[config.mk]
export PLATFORM = sky130hd
export DESIGN_NAME = ism_ctrl
export DESIGN_NICKNAME = d
export VERILOG_FILES = /design/src/rtl/ism_pkg.sv /design/src/rtl/ism_ctrl.sv
export SDC_FILE = /design/constraint.sdc
export NUM_CORES = 1
export LEC_CHECK = 0
export ABC_AREA = 1
export BUFFER_PORTS_ARGS = -buffer_cell sky130_fd_sc_hd__buf_4
export CORE_AREA = 2 2 39 41
export CTS_BUF_LIST = sky130_fd_sc_hd__clkbuf_8 sky130_fd_sc_hd__clkbuf_16
export CTS_CLUSTER_DIAMETER = 200
export DETAILED_ROUTE_END_ITERATION = 6
export DIE_AREA = 0 0 41 43
export SLEW_MARGIN = 15
export SYNTH_ARGS = -nofsm -noshare
export SYNTH_HDL_FRONTEND = slang
export SYNTH_SLANG_ARGS = --single-unit
[constraint.sdc]
create_clock -name clk -period 1.6 [get_ports clk]
set_clock_uncertainty 0.05 [all_clocks]
set_input_delay 0.16 -clock clk [delete_from_list [all_inputs] [get_ports clk]]
set_output_delay 0.16 -clock clk [all_outputs]
set_load 0.02 [all_outputs]
[src/rtl/ism_pkg.sv]
// ---------------------------------------------------------------------------
// ism_pkg
// shared widths, codes and controller interface types for the ising
// metropolis site update block
// ---------------------------------------------------------------------------
package ism_pkg;

	localparam int SIDE_DEFAULT = 32;

	localparam int COORD_IN_W = 5;
	localparam int MODE_W     = 2;
	localparam int RND_W      = 32;
	localparam int PROB_W     = 33;
	localparam int MAG_W      = 17;
	localparam int BOND_W     = 18;
	localparam int CNT_W      = 32;
	localparam int CFG_IDX_W  = 2;

	// site plus six neighbours, read in that order
	localparam int NEIGHBOURS = 6;
	localparam int RD_IDX_W   = 3;
	localparam int UPS_W      = 3;

	localparam logic [MODE_W-1:0] MODE_ATTEMPT = 2'd0;
	localparam logic [MODE_W-1:0] MODE_WRITE   = 2'd1;
	localparam logic [MODE_W-1:0] MODE_CLEAR   = 2'd2;

	localparam logic [CFG_IDX_W-1:0] CFG_COUPLING_NEG = 2'd0;
	localparam logic [CFG_IDX_W-1:0] CFG_ACCEPT_SMALL = 2'd1;
	localparam logic [CFG_IDX_W-1:0] CFG_ACCEPT_MID   = 2'd2;
	localparam logic [CFG_IDX_W-1:0] CFG_ACCEPT_LARGE = 2'd3;

	// probability one, always accept
	localparam logic [PROB_W-1:0] PROB_ONE = 33'h1_0000_0000;

	typedef struct packed {
		logic sweep;
		logic capture;
		logic read;
		logic eval;
		logic commit;
	} ism_cmd_t;

	typedef struct packed {
		logic sweep_last;
		logic read_last;
	} ism_sts_t;

endpackage

[src/rtl/ism_ctrl.sv]
// ---------------------------------------------------------------------------
// ism_ctrl
// sequencer: reset sweep of the spin memory, seven reads per word,
// decision, write back and output slot handshake
// ---------------------------------------------------------------------------
module ism_ctrl (
	input  logic              clk,
	input  logic              arst_n,
	input  logic              in_valid,
	output logic              in_ready,
	output logic              out_valid,
	input  logic              out_ready,
	input  ism_pkg::ism_sts_t sts,
	output ism_pkg::ism_cmd_t cmd
);

	typedef enum logic [4:0] {
		ST_SWEEP = 5'b00001,
		ST_IDLE  = 5'b00010,
		ST_READ  = 5'b00100,
		ST_EVAL  = 5'b01000,
		ST_WRITE = 5'b10000
	} state_t;

	state_t state_q, state_d;
	logic   out_valid_q;

	assign in_ready  = (state_q == ST_IDLE);
	assign out_valid = out_valid_q;

	always_comb begin
		cmd.sweep   = (state_q == ST_SWEEP);
		cmd.capture = in_valid && (state_q == ST_IDLE);
		cmd.read    = (state_q == ST_READ);
		cmd.eval    = (state_q == ST_EVAL);
		// write back only once the output slot is free
		cmd.commit  = (state_q == ST_WRITE) && (!out_valid_q || out_ready);
	end

	always_comb begin
		state_d = state_q;
		unique case (state_q)
			ST_SWEEP: begin
				if (sts.sweep_last) state_d = ST_IDLE;
			end
			ST_IDLE: begin
				if (cmd.capture) state_d = ST_READ;
			end
			ST_READ: begin
				if (sts.read_last) state_d = ST_EVAL;
			end
			ST_EVAL: begin
				state_d = ST_WRITE;
			end
			ST_WRITE: begin
				if (cmd.commit) state_d = ST_IDLE;
			end
			default: begin
				state_d = ST_IDLE;
			end
		endcase
	end

	always_ff @(posedge clk or negedge arst_n) begin
		if (!arst_n) begin
			state_q     <= ST_SWEEP;
			out_valid_q <= 1'b0;
		end else begin
			state_q <= state_d;
			if (cmd.commit) begin
				out_valid_q <= 1'b1;
			end else if (out_ready) begin
				out_valid_q <= 1'b0;
			end
		end
	end

endmodule

### Word-level counts from Yosys, hierarchy flattened

Cells that the tools add are included.

* input port bits: 6
* bits in registers: 6
* output and inout port bits: 7

* reductions and logical operators: 6
* eq/ne operators: 9
* multiplexer cells: 7

Operators with widths (number)
* $pmux W5 S5: 1
* $mux W5: 4
* $ne A2 B2 Y1 const B: 3
* $eq A5 B1 Y1 const B: 1
* $eq A5 B2 Y1 const B: 1
* $eq A5 B3 Y1 const B: 1
* $eq A5 B4 Y1 const B: 1
* $eq A5 B5 Y1 const B: 1
* $reduce_and A4 Y1: 1
* $logic_and A1 B1 Y1: 2
* $mux W1: 2
* $ne A2 B1 Y1 const B: 1
* $reduce_bool A2 Y1: 1
* $logic_not A1 Y1: 1
* $logic_or A1 B1 Y1: 1

### Depth between registers and ports, before layout

* word-level depth: 5
* mapped depth: 8
* mapped depth without buffers: 8

### Least setup slack after synthesis

OpenSTA, ideal clock, no wires.

* path type: flip-flop to output port
* from: reg state_q[0]
* to: out cmd[4] (netlist name)
* arrival: 1.254 ns
* buffers on the path: 0
* setup slack: 0.136 ns
* stages on the path, launching flop included: 3
* path through: dfstp_2 > nand2_2 > nor4_1

RTL lines
* start: declaration: line ism_ctrl.sv:25 `state_t state_q, state_d;`
* start signal: assignment: line ism_ctrl.sv:69 `state_q <= state_d;`
* end: declaration: line ism_ctrl.sv:14 `output ism_pkg::ism_cmd_t cmd`

==> results_dict.tcl <==
set metrics [dict create \
    status "completed" \
    grt_pass1_wl_um 1280 \
    cts.sink_count 6 \
    maxCapViolCount 0 \
    ys_seq_area_share_pct 43.5 \
    cp.buffers_inverters 1 \
    synth_area_um2 348 \
    ff2ff_path_depth 7 \
    fin_crit_ns 1.46 \
    totalNegativeSetupSlack_ns 0 \
    ys_ff_latch 6 \
    clockBufferDepth 2 \
    worstPathMaxFanout 5 \
    dieArea_um2 1760 \
    grt-ovfl-total 0 \
    ir_drop_v 0.000957 \
    slew_headroom_pct 83.6 \
    die_height_um 43 \
    pre_cts_ws_ns 0.313 \
    via_count 340 \
    routed_via_density 4.30 \
    yosys-top-cells-count "inv_1, nand2_1, nor2_1" \
    slowest_stage "dfrtp_1" \
    htree_levels 1 \
    io_pins 13 \
    hp-class "in -> reg" \
    layout.cells.non_filler 79 \
    detail_route.first_pass.iterations 4 \
    antenna_found_initial 0 \
    syn-num-nets 53 \
    cp_cell_sequence "nor2_4 > nand3_1 > nor2_1 > buf_4" \
    grt_setup_unrepaired "false" \
    yosys_most_used_dff "dfrtp_1" \
    leakage_uw 0.000306 \
    synth.distinct_cells 15 \
    fin_nets 70 \
    cts_made_buffers 3 \
    grt_pass1_vias 316 \
    yosysMostFrequentCell "inv_1" \
    fmax_mhz 683 \
    drive_above_1_share_pct 36.5 \
    die_width_um 41 \
    drc_errors 0 \
    hold_viol 0 \
    fin_ws_ns 0.136 \
    areaGrowthSynthToFinish_pct 46.8 \
    slew_viol_final 0 \
    clk_latency_ns 0.22 \
    wl_um 743 \
    tightest_slew_ns 0.243 \
    start_kind "flip-flop" \
    antenna_cells 0 \
    yosys_warnings 0 \
    dp_hpwl_um 609 \
    power.density_nw_per_um2 1720 \
    dpl.cell_count 74 \
    grt_start_max_net_pins 7 \
    cp_slowest_stage_delay_ns 0.43 \
    report.final.setup_viol 0 \
    routedWlPerCell_um 9.41 \
    crit_path_end_kind "primary output" \
    fin_total_pwr_uw 878 \
    core_um2 1380 \
    tritoncts "done" \
    yosys-top-cells-area "dfrtp_1, inv_1, dfstp_2" \
    path_clk_slew_ns 0.04 \
    cts_root_buf "clkbuf_8" \
    synth-edff-count 0 \
    timing_worst_setup_path_type "reg -> out" \
    place.gp.congestion 0.843 \
    crit_cells 4 \
    yosys.area.top_type_share_pct 36.0 \
    start_util_pct 25.1 \
    yosys.area.top_type "dfrtp_1" \
    grt_usage_pct 11.5 \
    cp_data_arrival_time_ns 1.25 \
    syn_inst 47 \
    drtIter0Drc 6 \
    postSynthAreaPerCell_um2 7.40 \
    worst_path_dominant_cell_family "simple AND/OR/NAND/NOR gates" \
    period_share_pct 91.5 \
    io_buffers 12 \
    worstPathRequired_ns 1.39 \
    async_flop_share_pct 100 \
    row_count 14 \
    ant_nets 0 \
    min_path_cells 2 \
]
worst reg2reg max path, delay by kind of cell (launching register included):
kind	cells	cell delay [ns]
DFF	1	0.57
and+or+nand+nor	7	0.49
per-stage QoR:
stage | hold WS (ns) | cell area [um2] | util (%)
after global routing | 0.104 | 510 | 36.9
after global placement | -0.0788 | 450 | 32.5
after detailed placement | -0.0795 | 450 | 32.5
after CTS | 0.102 | 505 | 36.5
final | 0.104 | 510 | 36.9
after floorplan | -0.186 | 348 | -
worst paths after layout:
path,startpoint,slack (ns),endpoint
worst min register to register,out_valid,0.50,out_valid
max in group asynchronous,arst_n,1.07,state_q[0]
worst max register to register,state_q[0],0.38,state_q[1]
worst min-delay path,out_ready,0.10,out_valid
worst max-delay path,state_q[3],0.14,cmd[3]
min in group asynchronous,arst_n,0.23,state_q[4]
where the power goes:
part           internal [uW]  switching, uW  total, uW
Combinational            154            247        401
Clock                    165           64.8        230
Sequential               194           53.6        248
cell type report:
type	count	area [um2]
clock buffers	3	41.3
clock inverters	1	3.75
fillers	150	873
inverters	11	41.3
multi-input cells	29	153
flip-flops and latches	6	151
well taps	16	20.0
repair buffers	13	100
state kept, by name (all words and copies together), names as in the netlist:
signal / flops
state_q: 5
out_valid: 1
cell usage in the layout, fill, tap and decap left out, types with 2 or more instances in the layout:
cell type	count
buf_4	12
inv_1	10
nor2_1	6
nand2_1	6
dfrtp_1	5
nand4_1	4
nand3_1	4
clkbuf_8	3
nor2_4	2
inv_2	2
nor2_2	2
o21ai_0	2
routing by layer:
metal / share of wire [%] / track usage (%) / vias up
li1: - / - / 181
met1: 49 / 14.8 / 139
met2: 39 / 14.1 / 16
met3: 7.7 / 3.14 / 4
met4: 3.9 / 12.0 / 0
met5: 0 / 0 / -
kinds of logic (layout without fill, tap and decap cells):
group / Yosys count / in the layout / share of synthesized area [%]
AO/OA/AOI/OAI: 2 / 2 / 2.88
buffers and inverters: 12 / 28 / 14.0
flip-flops: 6 / 6 / 43.5
AND/OR/NAND/NOR: 27 / 27 / 39.6
timing repair:
action | 4_1_cts | 5_1_grt
hold endpoints to repair | 6 | 0
resized for setup | 0 | 1
setup buffers | 0 | 0
hold buffers | 1 | 0
endpoints found under the setup margin | 0 | 1
No activity file was read; power rests on OpenSTA's default activity.
